--- config.mk ---
export PLATFORM = sky130hd
export DESIGN_NAME = sum_checked_frame_deframer_unit
export DESIGN_NICKNAME = d
export VERILOG_FILES = /design/src/design/scfd_pkg.sv /design/src/design/sum_checked_frame_deframer_unit.sv
export SDC_FILE = /design/constraint.sdc
export NUM_CORES = 1
export LEC_CHECK = 0
export BUFFER_PORTS_ARGS = -buffer_cell sky130_fd_sc_hd__buf_2
export CORE_MARGIN = 2
export CORE_UTILIZATION = 30
export CTS_CLUSTER_DIAMETER = 200
export DETAILED_ROUTE_END_ITERATION = 12
export SYNTH_ARGS = -nofsm -noshare
export SYNTH_HDL_FRONTEND = slang
export SYNTH_SLANG_ARGS = --single-unit
--- constraint.sdc ---
create_clock -name clk -period 6.2 [get_ports clk]
set_input_delay 0.93 -clock clk [delete_from_list [all_inputs] [get_ports clk]]
set_output_delay 0.93 -clock clk [all_outputs]
set_load 0.005 [all_outputs]
--- src/design/scfd_pkg.sv ---
// Package: types and constants for the sum-checked frame deframer.
`timescale 1ns / 1ps
`default_nettype none

package scfd_pkg;

  localparam logic [7:0]  START_BYTE_0   = 8'h4E;
  localparam logic [7:0]  START_BYTE_1   = 8'h57;
  localparam logic [15:0] PAYLOAD_FIRST  = 16'd11;
  localparam logic [15:0] FUNCTION_INDEX = 16'd8;
  localparam logic [15:0] MIN_LENGTH     = 16'd14;
  localparam logic [15:0] TRAILER_BYTES  = 16'd4;
  localparam logic [15:0] HEADER_END     = 16'd4;

  localparam logic [15:0] TIMEOUT_RESET    = 16'd50;
  localparam logic [15:0] MAX_LENGTH_RESET = 16'd1024;

  localparam int CFG_INDEX_W = 1;
  localparam int CFG_DATA_W  = 16;

  typedef enum logic [CFG_INDEX_W-1:0] {
    REG_TIMEOUT_TICKS = 1'b0,
    REG_MAX_LENGTH    = 1'b1
  } cfg_reg_t;

  typedef enum logic [0:0] {
    OP_BYTE = 1'b0,
    OP_TICK = 1'b1
  } op_t;

  typedef enum logic [0:0] {
    KIND_PAYLOAD = 1'b0,
    KIND_END     = 1'b1
  } kind_t;

  typedef enum logic [1:0] {
    ST_OK         = 2'd0,
    ST_SUM_ERROR  = 2'd1,
    ST_BAD_LENGTH = 2'd2,
    ST_TIMEOUT    = 2'd3
  } status_t;

  typedef enum logic [2:0] {
    PH_IDLE   = 3'd0,
    PH_HEADER = 3'd1,
    PH_BODY   = 3'd2,
    PH_SUM_HI = 3'd3,
    PH_SUM_LO = 3'd4
  } phase_t;

  typedef struct packed {
    logic       op;
    logic [7:0] byte_value;
  } in_word_t;

  typedef struct packed {
    logic        kind;
    logic [7:0]  payload_byte;
    logic [7:0]  function_code;
    logic [1:0]  status;
    logic [15:0] computed_sum;
    logic [15:0] received_sum;
    logic        last;
  } out_word_t;

endpackage

`default_nettype wire

--- src/design/sum_checked_frame_deframer_unit.sv ---
// Sum-checked frame deframer: byte/tick input, payload and verdict words out.
// Input channel (in_valid/in_stall/in_data): one word per cycle while in_stall
// is low, either a received byte or one time tick. Output channel (out_valid/out_stall/
// out_data): payload bytes of a frame as they arrive, then one end word
// with last set whose status gives the verdict (ok, checksum mismatch,
// bad length, timeout); the consumer drops a frame whose status is not ok.
// Config port (cfg_we/cfg_index/cfg_data): the user must write timeout_ticks
// and max_length only while the block is idle; the block does not enforce it.
// Path: a word accepted is held in the input register; its result, if any,
// passes the combinational state update into the output register, or into
// the skid slot when that register is held. Throughput: one word per cycle
// while the skid slot is not full, as the state update between input and
// output registers is combinational.
// Reset: deframer idle, counters and sums cleared, timeout_ticks = 50,
// max_length = 1024, both output slots empty.
// Stall: the output register plus one skid slot hold up to two results;
// in_stall rises only when the skid slot is full and a word is waiting.
`timescale 1ns / 1ps
`default_nettype none

module sum_checked_frame_deframer_unit
  import scfd_pkg::*;
(
  input  wire logic                   clk,
  input  wire logic                   rst,
  input  wire logic                   in_valid,
  output logic                        in_stall,
  input  wire in_word_t               in_data,
  output logic                        out_valid,
  input  wire logic                   out_stall,
  output out_word_t                   out_data,
  input  wire logic                   cfg_we,
  input  wire logic [CFG_INDEX_W-1:0] cfg_index,
  input  wire logic [CFG_DATA_W-1:0]  cfg_data
);

  logic [15:0] timeout_ticks;
  logic [15:0] max_length;

  logic        s1_valid;
  in_word_t    s1_data;

  logic        k_valid;
  out_word_t   k_data;

  phase_t      phase, phase_next;
  logic [15:0] byte_index, byte_index_next;
  logic [15:0] frame_length, frame_length_next;
  logic [15:0] running_sum, running_sum_next;
  logic [7:0]  sum_high_byte, sum_high_byte_next;
  logic [7:0]  function_byte, function_byte_next;
  logic [15:0] idle_ticks, idle_ticks_next;

  logic        res_valid;
  out_word_t   res;
  logic        adv;
  logic        push;
  logic        pop;

  logic [15:0] ticks_inc;
  logic [15:0] sum_add;
  logic [15:0] index_inc;
  logic [15:0] rx_sum;
  logic [7:0]  b;

  assign adv      = s1_valid && !k_valid;
  assign in_stall = s1_valid && k_valid;
  assign push     = adv && res_valid;
  assign pop      = out_valid && !out_stall;

  // config registers
  always_ff @(posedge clk) begin
    if (rst) begin
      timeout_ticks <= TIMEOUT_RESET;
      max_length    <= MAX_LENGTH_RESET;
    end else if (cfg_we) begin
      case (cfg_reg_t'(cfg_index))
        REG_TIMEOUT_TICKS: timeout_ticks <= cfg_data;
        REG_MAX_LENGTH:    max_length    <= cfg_data;
        default: ;
      endcase
    end
  end

  // input register
  always_ff @(posedge clk) begin
    if (rst) begin
      s1_valid <= 1'b0;
    end else if (!s1_valid || adv) begin
      s1_valid <= in_valid;
    end
  end

  always_ff @(posedge clk) begin
    if (in_valid && !in_stall && (!s1_valid || adv)) begin
      s1_data <= in_data;
    end
  end

  assign b         = s1_data.byte_value;
  assign ticks_inc = (idle_ticks == 16'hFFFF) ? idle_ticks : idle_ticks + 16'd1;
  assign sum_add   = running_sum + {8'd0, b};
  assign index_inc = byte_index + 16'd1;
  assign rx_sum    = {sum_high_byte, b};

  // frame state update for the word in the input register
  always_comb begin
    phase_next         = phase;
    byte_index_next    = byte_index;
    frame_length_next  = frame_length;
    running_sum_next   = running_sum;
    sum_high_byte_next = sum_high_byte;
    function_byte_next = function_byte;
    idle_ticks_next    = idle_ticks;
    res_valid          = 1'b0;
    res                = '0;
    res.function_code  = function_byte;

    if (s1_data.op == OP_TICK) begin
      idle_ticks_next = ticks_inc;
      if (phase != PH_IDLE && ticks_inc > timeout_ticks) begin
        res_valid       = 1'b1;
        res.kind        = KIND_END;
        res.status      = ST_TIMEOUT;
        res.last        = 1'b1;
        phase_next      = PH_IDLE;
        byte_index_next = '0;
        idle_ticks_next = '0;
      end
    end else begin
      case (phase)
        PH_IDLE: begin
          if (b == START_BYTE_0) begin
            phase_next         = PH_HEADER;
            byte_index_next    = 16'd1;
            running_sum_next   = {8'd0, b};
            function_byte_next = '0;
            frame_length_next  = '0;
            sum_high_byte_next = '0;
            idle_ticks_next    = '0;
          end
        end
        PH_HEADER: begin
          if (byte_index == 16'd1 && b != START_BYTE_1) begin
            phase_next      = PH_IDLE;
            byte_index_next = '0;
          end else begin
            if (byte_index == 16'd2) begin
              frame_length_next = {b, 8'd0};
            end else if (byte_index != 16'd1) begin
              frame_length_next = frame_length | {8'd0, b};
            end
            running_sum_next = sum_add;
            idle_ticks_next  = '0;
            byte_index_next  = index_inc;
            if (index_inc == HEADER_END) begin
              if (frame_length_next < MIN_LENGTH || frame_length_next > max_length) begin
                res_valid       = 1'b1;
                res.kind        = KIND_END;
                res.status      = ST_BAD_LENGTH;
                res.last        = 1'b1;
                phase_next      = PH_IDLE;
                byte_index_next = '0;
              end else begin
                phase_next = PH_BODY;
              end
            end
          end
        end
        PH_BODY: begin
          running_sum_next = sum_add;
          idle_ticks_next  = '0;
          if (byte_index == FUNCTION_INDEX) begin
            function_byte_next = b;
          end
          if (byte_index >= PAYLOAD_FIRST &&
              ({1'b0, byte_index} + {1'b0, TRAILER_BYTES}) <= {1'b0, frame_length}) begin
            res_valid        = 1'b1;
            res.kind         = KIND_PAYLOAD;
            res.payload_byte = b;
          end
          byte_index_next = index_inc;
          if (index_inc >= frame_length) begin
            phase_next = PH_SUM_HI;
          end
        end
        PH_SUM_HI: begin
          sum_high_byte_next = b;
          idle_ticks_next    = '0;
          phase_next         = PH_SUM_LO;
        end
        PH_SUM_LO: begin
          res_valid        = 1'b1;
          res.kind         = KIND_END;
          res.status       = (rx_sum == running_sum) ? ST_OK : ST_SUM_ERROR;
          res.computed_sum = running_sum;
          res.received_sum = rx_sum;
          res.last         = 1'b1;
          idle_ticks_next  = '0;
          phase_next       = PH_IDLE;
          byte_index_next  = '0;
        end
        default: begin
          phase_next      = PH_IDLE;
          byte_index_next = '0;
        end
      endcase
    end
  end

  always_ff @(posedge clk) begin
    if (rst) begin
      phase         <= PH_IDLE;
      byte_index    <= '0;
      frame_length  <= '0;
      running_sum   <= '0;
      sum_high_byte <= '0;
      function_byte <= '0;
      idle_ticks    <= '0;
    end else if (adv) begin
      phase         <= phase_next;
      byte_index    <= byte_index_next;
      frame_length  <= frame_length_next;
      running_sum   <= running_sum_next;
      sum_high_byte <= sum_high_byte_next;
      function_byte <= function_byte_next;
      idle_ticks    <= idle_ticks_next;
    end
  end

  // output register and skid slot
  always_ff @(posedge clk) begin
    if (rst) begin
      out_valid <= 1'b0;
      k_valid   <= 1'b0;
    end else if (!out_valid || (pop && !k_valid)) begin
      out_valid <= push;
    end else if (pop) begin
      k_valid <= push;
    end else if (push) begin
      k_valid <= 1'b1;
    end
  end

  always_ff @(posedge clk) begin
    if (!out_valid || (pop && !k_valid)) begin
      if (push) begin
        out_data <= res;
      end
    end else if (pop) begin
      out_data <= k_data;
      if (push) begin
        k_data <= res;
      end
    end else if (push) begin
      k_data <= res;
    end
  end

  a_skid_behind_out: assert property (@(posedge clk) disable iff (rst)
    !out_valid |-> !k_valid)
    else $error("skid slot full while output register empty");

  a_end_goes_idle: assert property (@(posedge clk) disable iff (rst)
    push && res.kind == KIND_END |=> phase == PH_IDLE)
    else $error("frame end word without return to idle");

  a_payload_in_body: assert property (@(posedge clk) disable iff (rst)
    push && res.kind == KIND_PAYLOAD |-> phase == PH_BODY)
    else $error("payload word outside frame body");

  a_body_index: assert property (@(posedge clk) disable iff (rst)
    phase == PH_BODY |-> byte_index < frame_length && frame_length >= MIN_LENGTH)
    else $error("body index past frame length");

endmodule

`default_nettype wire
==> metrics.md <==
| Metric | Value |
|---|---|
| Syn Area/Cell | 9.53 um2 |
| Rows | 74 |
| Worst-path clk slew | 0.06 ns |
| Yosys top cell area share | 27.0% |
| Clk buf depth | 3 |
| Post-layout util | 34.7% |
| Hold Crit Start | timeout_ticks[14]$_SDFFE_PP0P_ |
| Per-cell routed wire length | 16.9 um |
| Asr flop ratio synth | 0% |
| Diodes inserted | 0 |
| Yosys cell types | 73 |
| Primary FF master, synth | dfxtp_1 |
| Area delta synth->final | 14.6% |
| Worst setup EP type | register |
| Top cells by count, synth | nand2_1 (175), dfxtp_1 (118), edfxtp_1 (111), a21oi_1 (102), nor2_1 (89) |
| Critical Path Source | byte_index[4]$_SDFFE_PP0P_ |
| Vias/cell | 5.14 |
| CP max FO | 51 |
| Status | finished, final reports clean |
| Die area | 42800 um2 |
| Mapped Area | 12300 um2 |
| Multi-input logic area | 6180 um2 |
| # nets final | 1467 |
| Resized Gates After CTS | 0 |
| CTS Buf Count | 26 |
| Vias in the first global route | 9154 |
| Seq cells post-synth | 229 |
| First-pass GRT wire length | 50.9 mm |
| Final Cycle Share | 86.2% |
| Buffers on Ports | 84 |
| GP Congestion | 0.924 |
| Clk sinks | 229 |
| Post-Synthesis Cells | 1296 |
| Yosys warns | 0 |
| MaxCap Viol Count | 0 |
| Syn nets | 1409 |
| Power Density | 233 nW/um2 |
| Slew Limit Fails | 0 |
| Fill cells | 4199 |
| DP HPWL | 23.4 mm |
| Die X | 207 um |
| Data required, critical path | 6.36 ns |
| FF+latch area | 5700 um2 |
| Maximum vdd ir drop | 0.167 mV |
| Peak Freq | 187 MHz |
| Post-synth EDFFs | 111 |
| H-Tree Depth | 1 |
| Final ANT Viol Nets | 0 |
| Max_slew headroom | 24.5% |
| Min-delay worst type | reg2reg |
| Reg-to-Reg Start | byte_index[4]$_SDFFE_PP0P_ |
| Grt ovf | 0 |
| Arrival @ worst endpoint | 5.51 ns |
| Postcts setup bufs | 0 |
| Die height | 207 um |
| P_leak | 5.57 nW |
| I/O pin cnt | 85 |
| Post-DP Area | 13300 um2 |
| First-pass DRT Iterations | 6 |
| Clk_lat worst skew | 0.54 ns |
| Worst slew pin tran | 1.12 ns |
| Final worst path period need | 5.35 ns |
| Fin area | 14100 um2 |
| Initial antenna violation count | 0 |
| Post-placement cell count | 1858 |
| Fin cells | 1906 |
| Most frequent cell after synthesis | nand2_1 |
| Synth area leader | edfxtp_1 |
| Core Region | 40700 um2 |
| Total Negative Setup Slacks | 0 ns |
| Final setup viols | 0 |
| Hold-fix buffers, CTS | 0 |
| CTS tree | done |
| Critical path class | reg2reg |
| Clk root buf | clkbuf_16 |
| Pin count of the biggest net entering global routing | 55 |
| Unrepaired setup endpoints after global routing | no |
| DR iter-0 viols | 712 |
| WL final | 32.2 mm |
| Starting Density | 30.3% |
| Sequential share of the synthesized area | 46.1% |
| Tot GR Track Use | 15.0% |
| Fraction of layout instances using a drive strength above 1 | 14.9% |
| Worst setup SP type | register |
| Final Hold Fails | 0 |
| Worst clock skew | 0.0161 ns |
| DRC viols | 0 |
| Via count | 9791 |
| Synth area leaders | edfxtp_1 (27%), dfxtp_1 (19%), ha_1 (8.2%), nand2_1 (5.3%), a21oi_1 (4.1%) |
[cells by family (layout without fill, tap and decap cells)]
family / Yosys count / count (layout) / synth area share [%]
adder cells (fa/ha/maj): 82 / 82 / 8.37
buffers and inverters: 130 / 208 / 4.17
multiplexers: 54 / 54 / 4.80
flip-flops: 229 / 229 / 46.1
AO/OA/AOI/OAI: 249 / 249 / 12.8
AND/OR/NAND/NOR: 502 / 502 / 20.2
XOR/XNOR: 50 / 50 / 3.55
[path summary, 6_finish.rpt]
check	end	slack [ns]	depth (start not counted)
setup / recovery	out_data[44]$_DFFE_PP_	0.85	14
hold / removal	timeout_ticks[14]$_SDFFE_PP0P_	0.45	2
setup reg to reg	out_data[44]$_DFFE_PP_	0.85	14
hold reg to reg	timeout_ticks[14]$_SDFFE_PP0P_	0.45	2
[stage by stage]
step	power, mW	setup WS (ns)	hold WS, ns
3_5_place_dp	1.80	0.914	0.446
5_1_grt	3.40	0.607	0.478
4_1_cts	3.33	0.902	0.455
3_3_place_gp	1.79	1.09	0.440
6_report	3.29	0.854	0.454
2_1_floorplan	1.74	0.105	0.430
[power breakdown]
part           switching, mW  internal, mW  leakage, nW
Clock                  0.631         0.897        0.425
Combinational         0.0928        0.0521         3.16
Sequential            0.0243          1.60         1.98
Total                  0.748          2.54         5.57
[cell type report]
cell class	count	area share [%]
multi-input combinational	937	43.7
sequential	229	40.3
tap	532	4.70
clock inverter	7	0.380
clock buffer	41	5.71
inverter	66	1.75
timing repair buffer	94	3.52
[metal layers]
layer	global-route usage, %	share of wire [%]	routed length, um
met1	21.3	46	14900
met2	23.5	45	14400
met3	1.95	6.0	1950
met4	4.79	3.1	991
met5	0	0	0
[flip-flops by register name, summed over array words and instances, names as in the netlist, 3 cells and up]
register	flops
timeout_ticks	16
idle_ticks	16
sum_high_byte	8
k_data	51
max_length	16
frame_length	16
running_sum	16
function_byte	8
b	8
out_data	51
byte_index	16
phase	3
[critical path: stages (launching register included)]
cell	delay (ns)
dfxtp_1	0.43
or4_4	0.63
nor4_4	0.91
buf_4	0.29
nand2_1	0.06
o21ai_0	0.14
ha_1	0.29
nand4_1	0.16
nor4_1	0.08
or3_1	0.37
a311oi_2	0.38
a31o_2	0.25
o21ai_1	0.16
mux2i_4	0.20
buf_4	0.55
[cells in the final DEF (no fill, tap or decap), drive strengths merged, types with 6 or more instances in the layout]
cell,instances
buf,94
or3,13
nand2,175
nor4,17
and3,9
or2,9
a21o,18
xor2,17
nand4,30
clkbuf,41
ha,81
nor2,89
nand3b,6
edfxtp,111
a22oi,21
xnor2,33
nor3,23
a21oi,103
o31ai,6
and4,6
dfxtp,118
mux2i,12
or4,11
nand2b,14
and2,44
nor2b,14
o21ai,42
nand3,35
mux2,42
inv,68
(Power assumes the default switching activity.)
